### src/rtl/pvt_pkg.sv
// ----------------------------------------------------------------------------
// pvt_pkg: shared types and constants of the point view transform
// Holds the coordinate widths, the queued point type, the register indexes
// and the quarter-wave sine table in Q1.15.
// ----------------------------------------------------------------------------
package pvt_pkg;

  // A point minus the camera origin is exact in 33 bits.
  localparam int DIFF_W  = 33;
  // Rotated coordinates stay below 37 bits.
  localparam int COORD_W = 37;
  // Quotient bits produced by the depth divider.
  localparam int QUOT_W  = 32;
  // Width of the screen coordinates.
  localparam int OUT_W   = 32;
  // Width of the configuration index and data.
  localparam int CFG_IDX_W  = 3;
  localparam int CFG_DATA_W = 32;
  localparam int ANGLE_W    = 9;
  localparam int FOCAL_W    = 16;
  localparam int QSINE_W    = 16;

  typedef struct packed {
    logic signed [DIFF_W-1:0] x;
    logic signed [DIFF_W-1:0] y;
    logic signed [DIFF_W-1:0] z;
  } point_t;

  typedef enum logic [CFG_IDX_W-1:0] {
    REG_ORIGIN_X    = 3'd0,
    REG_ORIGIN_Y    = 3'd1,
    REG_ORIGIN_Z    = 3'd2,
    REG_ANGLE_X     = 3'd3,
    REG_ANGLE_Y     = 3'd4,
    REG_ANGLE_Z     = 3'd5,
    REG_FOCAL       = 3'd6
  } cfg_reg_t;

  localparam logic [QSINE_W-1:0] QSINE [0:90] = '{
    16'd0, 16'd572, 16'd1144, 16'd1715, 16'd2286, 16'd2856, 16'd3425, 16'd3993,
    16'd4560, 16'd5126, 16'd5690, 16'd6252, 16'd6813, 16'd7371, 16'd7927,
    16'd8481, 16'd9032, 16'd9580, 16'd10126, 16'd10668, 16'd11207, 16'd11743,
    16'd12275, 16'd12803, 16'd13328, 16'd13848, 16'd14365, 16'd14876, 16'd15384,
    16'd15886, 16'd16384, 16'd16877, 16'd17364, 16'd17847, 16'd18324, 16'd18795,
    16'd19261, 16'd19720, 16'd20174, 16'd20622, 16'd21063, 16'd21498, 16'd21926,
    16'd22348, 16'd22763, 16'd23170, 16'd23571, 16'd23965, 16'd24351, 16'd24730,
    16'd25102, 16'd25466, 16'd25822, 16'd26170, 16'd26510, 16'd26842, 16'd27166,
    16'd27482, 16'd27789, 16'd28088, 16'd28378, 16'd28660, 16'd28932, 16'd29197,
    16'd29452, 16'd29698, 16'd29935, 16'd30163, 16'd30382, 16'd30592, 16'd30792,
    16'd30983, 16'd31164, 16'd31336, 16'd31499, 16'd31651, 16'd31795, 16'd31928,
    16'd32052, 16'd32166, 16'd32270, 16'd32365, 16'd32449, 16'd32524, 16'd32588,
    16'd32643, 16'd32688, 16'd32723, 16'd32748, 16'd32763, 16'd32768
  };

  // Indexes above the last entry read the last entry.
  function automatic logic [QSINE_W-1:0] quarter_sine(input logic [6:0] idx);
    logic [6:0] k;
    begin
      k = (idx > 7'd90) ? 7'd90 : idx;
      return QSINE[k];
    end
  endfunction

endpackage

### src/rtl/pvt_front.sv
// ----------------------------------------------------------------------------
// pvt_front: input side of the point view transform
// Accepts points, subtracts the camera origin and holds the results in a
// short queue that the back end drains.
// ----------------------------------------------------------------------------
module pvt_front (
  input  logic                   clk,
  input  logic                   rst,
  input  logic                   in_valid,
  output logic                   in_ready,
  input  logic signed [31:0]     point_x,
  input  logic signed [31:0]     point_y,
  input  logic signed [31:0]     point_z,
  input  logic signed [31:0]     origin_x,
  input  logic signed [31:0]     origin_y,
  input  logic signed [31:0]     origin_z,
  input  logic                   pop,
  output logic                   q_valid,
  output pvt_pkg::point_t        q_point
);

  localparam int DEPTH = 4;
  localparam int AW    = $clog2(DEPTH);

  pvt_pkg::point_t mem [DEPTH];
  pvt_pkg::point_t diff;
  logic [AW-1:0]   wptr;
  logic [AW-1:0]   rptr;
  logic [AW:0]     count;
  logic [AW:0]     count_next;
  logic            push;

  assign in_ready = (count != (AW+1)'(DEPTH));
  assign push     = in_valid && in_ready;
  assign q_valid  = (count != '0);
  assign q_point  = mem[rptr];

  assign diff.x = pvt_pkg::DIFF_W'(point_x) - pvt_pkg::DIFF_W'(origin_x);
  assign diff.y = pvt_pkg::DIFF_W'(point_y) - pvt_pkg::DIFF_W'(origin_y);
  assign diff.z = pvt_pkg::DIFF_W'(point_z) - pvt_pkg::DIFF_W'(origin_z);

  always_comb begin
    unique case ({push, pop})
      2'b10:   count_next = count + 1'b1;
      2'b01:   count_next = count - 1'b1;
      default: count_next = count;
    endcase
  end

  always_ff @(posedge clk) begin
    if (rst) begin
      wptr  <= '0;
      rptr  <= '0;
      count <= '0;
    end else begin
      count <= count_next;
      if (push) begin
        wptr <= wptr + 1'b1;
      end
      if (pop) begin
        rptr <= rptr + 1'b1;
      end
    end
  end

  always_ff @(posedge clk) begin
    if (push) begin
      mem[wptr] <= diff;
    end
  end

`ifndef SYNTHESIS
  a_count_bound: assert property (@(posedge clk) disable iff (rst)
    count <= (AW+1)'(DEPTH))
    else $error("queue fill count above depth");
  a_pop_nonempty: assert property (@(posedge clk) disable iff (rst)
    pop |-> (count != '0))
    else $error("queue popped while empty");
  a_count_up: assert property (@(posedge clk) disable iff (rst)
    (push && !pop) |=> (count == $past(count) + 1'b1))
    else $error("queue count missed a push");
  a_ptr_gap: assert property (@(posedge clk) disable iff (rst)
    (wptr - rptr) == count[AW-1:0])
    else $error("queue pointers disagree with count");
`endif

endmodule

### config.mk
export PLATFORM = sky130hd
export DESIGN_NAME = pvt_front
export DESIGN_NICKNAME = d
export VERILOG_FILES = /design/src/rtl/pvt_pkg.sv /design/src/rtl/pvt_front.sv
export SDC_FILE = /design/constraint.sdc
export NUM_CORES = 1
export LEC_CHECK = 0
export ABC_AREA = 1
export BUFFER_PORTS_ARGS = -buffer_cell sky130_fd_sc_hd__buf_2
export CAP_MARGIN = 30
export CORE_ASPECT_RATIO = 0.9
export CORE_MARGIN = 3
export CORE_UTILIZATION = 60
export CTS_CLUSTER_DIAMETER = 60
export DETAILED_ROUTE_END_ITERATION = 8
export GPL_TIMING_DRIVEN = 0
export PLACE_DENSITY = 0.8
export REMOVE_ABC_BUFFERS = 1
export SYNTH_ARGS = -nofsm -noshare
export SYNTH_HDL_FRONTEND = slang
export SYNTH_SLANG_ARGS = --single-unit
### constraint.sdc
create_clock -name clk -period 11.05 [get_ports clk]
set_input_delay 0.5525 -clock clk [delete_from_list [all_inputs] [get_ports clk]]
set_output_delay 0.5525 -clock clk [all_outputs]
set_load 0.01 [all_outputs]
==> results of run 1 <==
area by class of cell:
type / instances / area [um^2] / area share [%]
Inverter: 489 / 1840 / 7.01
Timing Repair Buffer: 315 / 1900 / 7.22
Clock buffer: 53 / 1090 / 4.15
Sequential cell: 405 / 12100 / 45.9
Tap cell: 483 / 604 / 2.30
Clock inverter: 22 / 264 / 1.00
Multi-Input combinational cell: 1724 / 8510 / 32.4
power breakdown:
group / internal, W / switching [W] / leakage [nW]
Combinational: 0.000282 / 0.000590 / 8.29
Sequential: 0.00188 / 0.0000341 / 3.72
Clock: 0.000823 / 0.000566 / 0.657
worst paths after layout:
path	start	end	slack, ps	depth (start not counted)
max	register	q_point[22]	7400	6
min	rst	count[0]$_SDFFE_PP0P_	280	2
max reg2reg	count[1]$_SDFFE_PP0P_	mem[1][47]$_DFFE_PP_	8270	7
min reg2reg	count[0]$_SDFFE_PP0P_	count[0]$_SDFFE_PP0P_	480	2
layout by cell type, fill, tap and decap left out, types with 4 or more instances in the layout:
cell type  netlist  routed
and2_1           6       6
nor2_1         330     326
nand2_2         17      17
inv_6            0       4
dfxtp_1          9       7
nor2_4           0       4
o22ai_1         99      99
a21oi_1         66      66
nand4_1         12      12
clkbuf_1        42      11
bufinv_16        0       5
xnor2_1          6       6
buf_2            5     296
nor3_1           8       8
xor2_1          39      39
fa_1             4       4
nand2_1        751     751
ha_1           101     101
nand3_2          4       4
edfxtp_1       396     396
inv_1          487     487
buf_16           0       5
buf_12           0      14
clkbuf_16        0      42
o21ai_0        197     197
nand3_1         68      68
clkinv_1         0       7
o21bai_1         4       4
per-stage QoR:
stage	utilization (%)	setup WS (ps)	power, W	area (um^2)	cells
6_report	70.5	7400	0.00418	26300	3491
5_1_grt	70.5	7210	0.00436	26300	3491
4_1_cts	70.5	7340	0.00419	26300	3491
3_5_place_dp	66.8	7920	0.00281	24900	3416
3_3_place_gp	65.6	1260	0.00278	24500	3397
2_1_floorplan	-	5330	0.00248	22400	2618
layer usage:
| layer | share of wire, % | vias to the layer above | track usage [%] |
|---|---|---|---|
| met2 | 48 | 617 | 48.1 |
| li1 | - | 9253 | - |
| met5 | 0 | - | 0 |
| met3 | 7.2 | 87 | 4.38 |
| met4 | 2.0 | 0 | 7.26 |
| met1 | 43 | 8749 | 38.7 |
flip-flops by register name, summed over array words and instances (netlist names), named ones only:
| register | count |
|---|---|
| rptr | 2 |
| mem | 396 |
| count | 3 |
| wptr | 2 |
cell usage after synthesis, types with 9 or more instances:
master    count  area, um^2
edfxtp_1    396       11900
o21ai_0     197         986
a21oi_1      66         330
o22ai_1      99         619
nand4_1      12        75.1
xor2_1       39         342
nand3_1      68         340
nand2_1     751        2820
clkbuf_1     42         158
inv_1       487        1830
nand2_2      17         106
ha_1        101        1260
dfxtp_1       9         180
nor2_1      330        1240
buf_6        14         158
critical path: stages, from the launching register on:
cell     delay [ps]
dfxtp_4         530
buf_16          310
inv_6           510
buf_16          440
o21ai_0         130
o22ai_1         360
buf_2           220
logic make-up (layout without fill, tap and decap cells):
family,Yosys count,after routing
compound gates,374,374
xor+xnor,45,45
fa+ha+maj,105,105
buf+inv,556,879
flops,405,405
simple gates,1200,1200
==> impl_results.html, run 1 <==
<table>
<tr><th>Metric</th><th>Value</th></tr>
<tr><th colspan="2">Run status</th></tr>
<tr><td>Run status</td><td>finished, final reports clean</td></tr>
<tr><th colspan="2">Final layout</th></tr>
<tr><td>Number of diodes added for antenna fixing</td><td>0</td></tr>
<tr><td>Filler cell count</td><td>slightly below 3000</td></tr>
<tr><td>Number of nets in the layout</td><td>about 3300</td></tr>
<tr><td>Layout area overhead</td><td>15.4%</td></tr>
<tr><td>Fraction of final layout cells sized beyond drive strength 1</td><td>about an eighth</td></tr>
<tr><th colspan="2">Clocking</th></tr>
<tr><td>Number of buffers created by CTS</td><td>42</td></tr>
<tr><td>Hold Buf Count CTS</td><td>0</td></tr>
<tr><td>Number of clock sinks</td><td>between 400 and 500</td></tr>
<tr><td>Maximum buffer depth of the clock tree</td><td>3</td></tr>
<tr><td>CTS Root Buffer Type</td><td>clkbuf_16</td></tr>
<tr><td>Clock transition at the registers of the reported paths</td><td>roughly 60 ps</td></tr>
<tr><td>Buffers inserted during post-CTS setup optimization</td><td>0</td></tr>
<tr><td>Clk_lat worst skew</td><td>around 540 ps</td></tr>
<tr><td>TritonCTS clock tree</td><td>built</td></tr>
<tr><td>Count of cells resized by post-cts repair</td><td>0</td></tr>
<tr><td>Number of H-tree branching levels</td><td>2</td></tr>
<tr><th colspan="2">Synth</th></tr>
<tr><td>Synthesized area divided by synthesized cell count</td><td>approximately 8.5 um^2</td></tr>
<tr><td>Adder-Cell Fraction of Synth Area</td><td>about 5.9%</td></tr>
<tr><td>Share of flip-flops with an asynchronous set or reset after synthesis</td><td>0%</td></tr>
<tr><td>Dominant combinational cell family by area after synthesis</td><td>simple AND/OR/NAND/NOR gates</td></tr>
<tr><td>Yosys Warn Count</td><td>0</td></tr>
<tr><td>Number of library cell types mapped by synthesis</td><td>31</td></tr>
<tr><td>Multiplexer share of the synthesized area</td><td>0%</td></tr>
<tr><td>Seq/Total Area, Yosys</td><td>between 50% and 60%</td></tr>
<tr><td>Simple-gate area share of the yosys netlist</td><td>between 20% and 30%</td></tr>
<tr><td>Post-synthesis cell area</td><td>around 23000 um^2</td></tr>
<tr><td>Most used flip-flop cell after synthesis</td><td>edfxtp_1</td></tr>
<tr><td>Share of the synthesized area in compound gates (AO/OA/AOI/OAI)</td><td>under 10%</td></tr>
<tr><td>Cell count after synthesis</td><td>2685</td></tr>
<tr><td>Number of flops mapped to enable cells by yosys</td><td>about 400</td></tr>
<tr><td>Xor and xnor fraction of the mapped netlist area</td><td>between 1.5 and 2%</td></tr>
<tr><td>Number of flip-flops and latches in the synthesized netlist</td><td>between 400 and 500</td></tr>
<tr><th colspan="2">Floorplanning</th></tr>
<tr><td>Number of cell rows</td><td>67</td></tr>
<tr><td>Floorplan die height</td><td>191 um</td></tr>
<tr><td>Floorplan die area</td><td>roughly 40000 um^2</td></tr>
<tr><td>Chip Width</td><td>roughly 210 um</td></tr>
<tr><td># IOs</td><td>slightly below 300</td></tr>
<tr><td>Core Area</td><td>about 37000 um^2</td></tr>
<tr><td>Effective utilization at floorplan</td><td>about three fifths</td></tr>
<tr><th colspan="2">Global route</th></tr>
<tr><td>First-pass GRT wire length</td><td>approximately 90 mm</td></tr>
<tr><td>Pin count of the biggest net entering global routing</td><td>between 100 and 150</td></tr>
<tr><td>Total routing resource utilization after global routing</td><td>28.4%</td></tr>
<tr><td>Gr ovfl total</td><td>0</td></tr>
<tr><td>Initial antenna violation count</td><td>0</td></tr>
<tr><td>Via count of the first global-routing pass</td><td>roughly 18000</td></tr>
<tr><th colspan="2">Routing</th></tr>
<tr><td>Sum of routed wire length over all layers</td><td>just under 60 mm</td></tr>
<tr><td>DRC violation count after routing</td><td>0</td></tr>
<tr><td>Drt initial violations</td><td>~1400</td></tr>
<tr><td>Number of routed nets with antenna violations</td><td>0</td></tr>
<tr><td>Total number of vias</td><td>around 19000</td></tr>
<tr><td>Post-detailed-route via-to-cell ratio</td><td>5.36</td></tr>
<tr><td>Iteration count of the initial detailed-routing pass</td><td>5</td></tr>
<tr><td>Average detailed-routed wire length per instance</td><td>16.7 um</td></tr>
<tr><th colspan="2">Power and ir drop</th></tr>
<tr><td>Cell Pwr Density</td><td>between 150 and 200 nW/um^2</td></tr>
<tr><td>Worst vdd ir</td><td>0.000150 V</td></tr>
<tr><td>Leakage power of the design</td><td>between 10 and 15 nW</td></tr>
<tr><th colspan="2">Critical path</th></tr>
<tr><td>Worst endpoint data arrival time</td><td>3100 ps</td></tr>
<tr><td>Startpoint class of the critical path</td><td>register</td></tr>
<tr><td>Worst path required time</td><td>between 10000 and 15000 ps</td></tr>
<tr><td>Critical path class</td><td>reg2out</td></tr>
<tr><td>Element type at the critical path end</td><td>output pin</td></tr>
<tr><td>Maximum fanout count along the critical path</td><td>roughly 120</td></tr>
<tr><th colspan="2">Timing</th></tr>
<tr><td>Setup skew after layout</td><td>between 15 and 20 ps</td></tr>
<tr><td>Clock period minus worst slack</td><td>approximately 3600 ps</td></tr>
<tr><td>Setup tns final</td><td>0 ps</td></tr>
<tr><td>Count of final hold-check violations</td><td>0</td></tr>
<tr><td>Max Slew Vio Count</td><td>0</td></tr>
<tr><td>Final setup violation count</td><td>0</td></tr>
<tr><td>Unrepaired setup endpoints after global routing</td><td>false</td></tr>
<tr><td>Fin Hold WS</td><td>around 280 ps</td></tr>
<tr><td>Maximum clock rate</td><td>274 MHz</td></tr>
<tr><td>Share of the cycle needed by the critical path after routing</td><td>33.0%</td></tr>
<tr><td>Max-Slew Margin vs Limit</td><td>roughly 45%</td></tr>
<tr><td>Transition time at the pin with the least slew margin</td><td>a little over 800 ps</td></tr>
<tr><th colspan="2">Hold path</th></tr>
<tr><td>Tightest Hold Check Type</td><td>in2reg</td></tr>
<tr><th colspan="2">Job</th></tr>
<tr><td>Maxcap violations</td><td>0</td></tr>
<tr><th colspan="2">Placement</th></tr>
<tr><td>Placer's final routability congestion estimate</td><td>between 0.9 and 1</td></tr>
<tr><td>Number of buffer cells added on primary ports</td><td>between 200 and 300</td></tr>
<tr><td>HPWL reported at the end of detailed placement</td><td>~43 mm</td></tr>
</table>
No activity file was read; power rests on OpenSTA's default activity.
==> inputs of run 2 (changes only) <==
CORE_UTILIZATION = 59   (was 60)
PLACE_DENSITY = 0.79   (was 0.8)
clock period = 3.47 ns   (was 11.05 ns; I/O delays follow)
==> run 2 against run 1 <==
Combinational power rose to 3.2 times the previous value. Clock power rose to 3.1 times the previous value. Clock skew about the same. Sequential power rose to 3.2 times the previous value. Sequential cell count unchanged. Highest routed layer is now met5.
==> impl_results.html, run 2 (synthesized netlist as in run 1, its figures left out) <==
<table>
<tr><th>Metric</th><th>Value</th></tr>
<tr><th colspan="2">Floorplanning</th></tr>
<tr><td>Core Area</td><td>37600 um^2 (+0.90%)</td></tr>
<tr><td>Number of cell rows</td><td>67 (unchanged)</td></tr>
<tr><td>Effective utilization at floorplan</td><td>60.5% (-0.54 points)</td></tr>
<tr><td>Floorplan die height</td><td>192 um (+0.82%)</td></tr>
<tr><td>Floorplan die area</td><td>41000 um^2 (+1.6%)</td></tr>
<tr><td># IOs</td><td>297 (unchanged)</td></tr>
<tr><td>Chip Width</td><td>213 um (+0.82%)</td></tr>
<tr><th colspan="2">Timing</th></tr>
<tr><td>Maximum clock rate</td><td>around 320 MHz</td></tr>
<tr><td>Share of the cycle needed by the critical path after routing</td><td>89.0%</td></tr>
<tr><td>Max Slew Vio Count</td><td>0 (unchanged)</td></tr>
<tr><td>Clock period minus worst slack</td><td>slightly above 3000 ps</td></tr>
<tr><td>Count of final hold-check violations</td><td>0 (unchanged)</td></tr>
<tr><td>Setup skew after layout</td><td>18.0 ps (+0.0140 ps)</td></tr>
<tr><td>Transition time at the pin with the least slew margin</td><td>948 ps (+126 ps)</td></tr>
<tr><td>Final setup violation count</td><td>0 (unchanged)</td></tr>
<tr><td>Unrepaired setup endpoints after global routing</td><td>false</td></tr>
<tr><td>Max-Slew Margin vs Limit</td><td>36.7% (-8.4 points)</td></tr>
<tr><th colspan="2">Clocking</th></tr>
<tr><td>TritonCTS clock tree</td><td>built</td></tr>
<tr><td>Number of H-tree branching levels</td><td>2 (unchanged)</td></tr>
<tr><td>Buffers inserted during post-CTS setup optimization</td><td>0 (unchanged)</td></tr>
<tr><td>Clk_lat worst skew</td><td>570 ps (+30 ps)</td></tr>
<tr><td>CTS Root Buffer Type</td><td>clkbuf_16</td></tr>
<tr><td>Maximum buffer depth of the clock tree</td><td>3 (unchanged)</td></tr>
<tr><td>Number of clock sinks</td><td>405 (unchanged)</td></tr>
<tr><td>Number of buffers created by CTS</td><td>40 (-4.8%)</td></tr>
<tr><td>Clock transition at the registers of the reported paths</td><td>60 ps (about the same)</td></tr>
<tr><th colspan="2">Critical path</th></tr>
<tr><td>Number of cells on the worst reg-to-reg path</td><td>6 (-1)</td></tr>
<tr><td>Crit-path most repeated cell</td><td>buf_16</td></tr>
<tr><td>Largest stage delay on the critical path</td><td>430 ps (-100 ps)</td></tr>
<tr><td>RR Endpoint</td><td>mem[3][59]$_DFFE_PP_</td></tr>
<tr><td>Worst path cell trace</td><td>buf_16 &gt; inv_6 &gt; buf_16 &gt; o21ai_0 &gt; o22ai_1 &gt; buf_2</td></tr>
<tr><td>Maximum fanout count along the critical path</td><td>136 (+17%)</td></tr>
<tr><td>CP max-delay cell</td><td>dfxtp_4</td></tr>
<tr><td>Buffers and inverters on the worst path</td><td>4 (unchanged)</td></tr>
<tr><td>Dominant delay contributor by cell family on the critical path</td><td>buffers and inverters</td></tr>
<tr><td>Internal reg-to-reg setup slack</td><td>770 ps (-7500 ps)</td></tr>
<tr><td>Worst endpoint data arrival time</td><td>2910 ps (-190 ps)</td></tr>
<tr><td>Reg-to-Reg Start</td><td>count[0]$_SDFFE_PP0P_</td></tr>
<tr><td>Worst path required time</td><td>3300 ps (-7200 ps)</td></tr>
<tr><td>Startpoint class of the critical path</td><td>register</td></tr>
<tr><td>Critical path class</td><td>reg2out</td></tr>
<tr><td>Element type at the critical path end</td><td>output pin</td></tr>
<tr><th colspan="2">Placement</th></tr>
<tr><td>Number of buffer cells added on primary ports</td><td>296 (unchanged)</td></tr>
<tr><td>Placer's final routability congestion estimate</td><td>0.947 (-1.8%)</td></tr>
<tr><td>Post-detailed-placement cell area</td><td>25000 um^2 (+0.15%)</td></tr>
<tr><td>HPWL reported at the end of detailed placement</td><td>43.6 mm (+2.2%)</td></tr>
<tr><td>Instance count after placement with tap cells included</td><td>3416 (unchanged)</td></tr>
<tr><th colspan="2">Routing</th></tr>
<tr><td>Total number of vias</td><td>18600 (-0.48%)</td></tr>
<tr><td>Sum of routed wire length over all layers</td><td>60.0 mm (+2.8%)</td></tr>
<tr><td>Post-detailed-route via-to-cell ratio</td><td>5.33 (-0.48%)</td></tr>
<tr><td>DRC violation count after routing</td><td>0 (unchanged)</td></tr>
<tr><td>Number of routed nets with antenna violations</td><td>0 (unchanged)</td></tr>
<tr><td>Iteration count of the initial detailed-routing pass</td><td>6 (+1)</td></tr>
<tr><td>Drt initial violations</td><td>1523 (+7.0%)</td></tr>
<tr><td>Average detailed-routed wire length per instance</td><td>17.2 um (+2.8%)</td></tr>
<tr><th colspan="2">Final layout</th></tr>
<tr><td>Largest registers in the final layout</td><td>mem (396), count (3)</td></tr>
<tr><td>Most common cell after layout, fill and taps aside</td><td>nand2_1</td></tr>
<tr><td>Layout area overhead</td><td>15.4% (about the same)</td></tr>
<tr><td>Most flop-heavy register</td><td>mem</td></tr>
<tr><td>Non-filler instance count after layout</td><td>3491 (unchanged)</td></tr>
<tr><td>Filler cell count</td><td>2920 (+1.2%)</td></tr>
<tr><td>Multi-input gate area in the final layout</td><td>8510 um^2 (unchanged)</td></tr>
<tr><td>Sequential standard cell area</td><td>12100 um^2 (unchanged)</td></tr>
<tr><td>Fraction of final layout cells sized beyond drive strength 1</td><td>13.3% (-0.029 points)</td></tr>
<tr><td>Number of nets in the layout</td><td>3278 (unchanged)</td></tr>
<tr><td>Leading cell types in the layout, fill and taps excluded</td><td>751 x nand2_1, 487 x inv_1, 396 x edfxtp_1</td></tr>
<tr><td>Core occupancy in the finished layout</td><td>69.8% (-0.64 points)</td></tr>
<tr><td>Post-Layout Inst Area</td><td>26300 um^2 (about the same)</td></tr>
<tr><td>Number of flip-flops in the largest register</td><td>396 (unchanged)</td></tr>
<tr><th colspan="2">Power and ir drop</th></tr>
<tr><td>Comb pwr share</td><td>21.5% (+0.6 points)</td></tr>
<tr><td>Worst vdd ir</td><td>0.000502 V (+230%)</td></tr>
<tr><td>Switching power as a share of total power</td><td>29.2% (+0.67 points)</td></tr>
<tr><td>Int Power</td><td>0.00935 W (+210%)</td></tr>
<tr><td>Cell Pwr Density</td><td>502 nW/um^2 (+220%)</td></tr>
<tr><td>Switching component of the power</td><td>0.00385 W (+220%)</td></tr>
<tr><td>Clock share of power</td><td>32.4% (-0.9 points)</td></tr>
<tr><td>Share of total power in sequential cells</td><td>46.1% (+0.3 points)</td></tr>
<tr><td>Leakage power of the design</td><td>12.6 nW (about the same)</td></tr>
<tr><th colspan="2">Global route</th></tr>
<tr><td>Total routing resource utilization after global routing</td><td>29.0% (+0.66 points)</td></tr>
<tr><td>Gr ovfl total</td><td>0 (unchanged)</td></tr>
<tr><td>Pin count of the biggest net entering global routing</td><td>137 (+17%)</td></tr>
<tr><td>First-pass GRT wire length</td><td>92.6 mm (+2.9%)</td></tr>
<tr><td>Via count of the first global-routing pass</td><td>17800 (+1.3%)</td></tr>
<tr><td>Initial antenna violation count</td><td>4 (+4)</td></tr>
<tr><th colspan="2">Hold path</th></tr>
<tr><td>Hold Path Cell Cnt</td><td>3 (+1)</td></tr>
<tr><td>Capture endpoint of the worst hold path</td><td>mem[2][66]$_DFFE_PP_</td></tr>
<tr><td>Worst min-delay path startpoint</td><td>origin_x[0]</td></tr>
<tr><td>Tightest Hold Check Type</td><td>in2reg</td></tr>
<tr><th colspan="2">Job</th></tr>
<tr><td>Maxcap violations</td><td>0 (unchanged)</td></tr>
<tr><th colspan="2">Run status</th></tr>
<tr><td>Run status</td><td>finished, final reports clean</td></tr>
</table>
-- run 2: cell types whose count changed in the layout (fill, tap and decap cells not counted), moves of 2 or more --
cell and delta:
clkinvlp_4 +2, dlygate4sd3_1 +2, buf_12 -5, buf_16 +5, clkbuf_16 -2, clkbuf_1 -3
-- run 2: cell type report --
cell class / instances / area share, %
Clock buffer: 48 / 3.92
Multi-Input combinational cell: 1724 / 32.4
Timing Repair Buffer: 317 / 7.44
Antenna cell: 1 / 0.00952
Clock inverter: 24 / 0.995
Inverter: 489 / 7.01
Sequential cell: 405 / 45.9
Tap cell: 483 / 2.30
-- run 2: power groups by stage --
stage	Sequential (W)	Clock, W	Combinational, W
6_report	0.00609	0.00428	0.00283
5_1_grt	0.00611	0.00455	0.00315
4_1_cts	0.00609	0.00434	0.00282
3_5_place_dp	0.00619	0	0.00280
3_3_place_gp	0.00631	0	0.00258
2_1_floorplan	0.00623	0	0.00165
-- run 2: what timing repair did --
| item | CTS | global route |
|---|---|---|
| hold buffers | 2 | 0 |
| gates resized for setup | 0 | 0 |
| hold endpoints to repair | 7 | 0 |
-- run 2: worst register-to-register path, stage by stage (launching register included) --
cell     delay, ps
dfxtp_1        330
inv_1          100
nand3_1        130
nand2_1        370
nor2_4         870
buf_12         310
buf_12         260
-- run 2: worst max-delay path by stage --
stage               slack [ps]  cells after the start                   end
global route               190                      6           q_point[26]
global placement         -5900                      4           q_point[21]
finish                     380                      6           q_point[21]
floorplan                -1960                      4   mem[0][0]$_DFFE_PP_
CTS                        370                      6           q_point[26]
detailed placement         850                      6  mem[3][63]$_DFFE_PP_
-- run 2: through the flow --
stage	total power (W)	hold slack, ps	setup TNS (ps)	worst slack (ps)
final	0.0132	41.4	0	382
after global routing	0.0138	24.6	0	189
after CTS	0.0133	26.1	0	372
after detailed placement	0.00898	454	0	851
after global placement	0.00890	445	-2601530	-5900
after floorplan	0.00788	243	-959320	-1960
-- run 2: layer usage --
metal	track usage (%)	wire length (um)	vias to the layer above
met4	7.60	1380	6
li1	-	-	9246
met5	0	46	-
met2	48.0	28100	613
met1	39.9	26000	8658
met3	5.32	4480	94
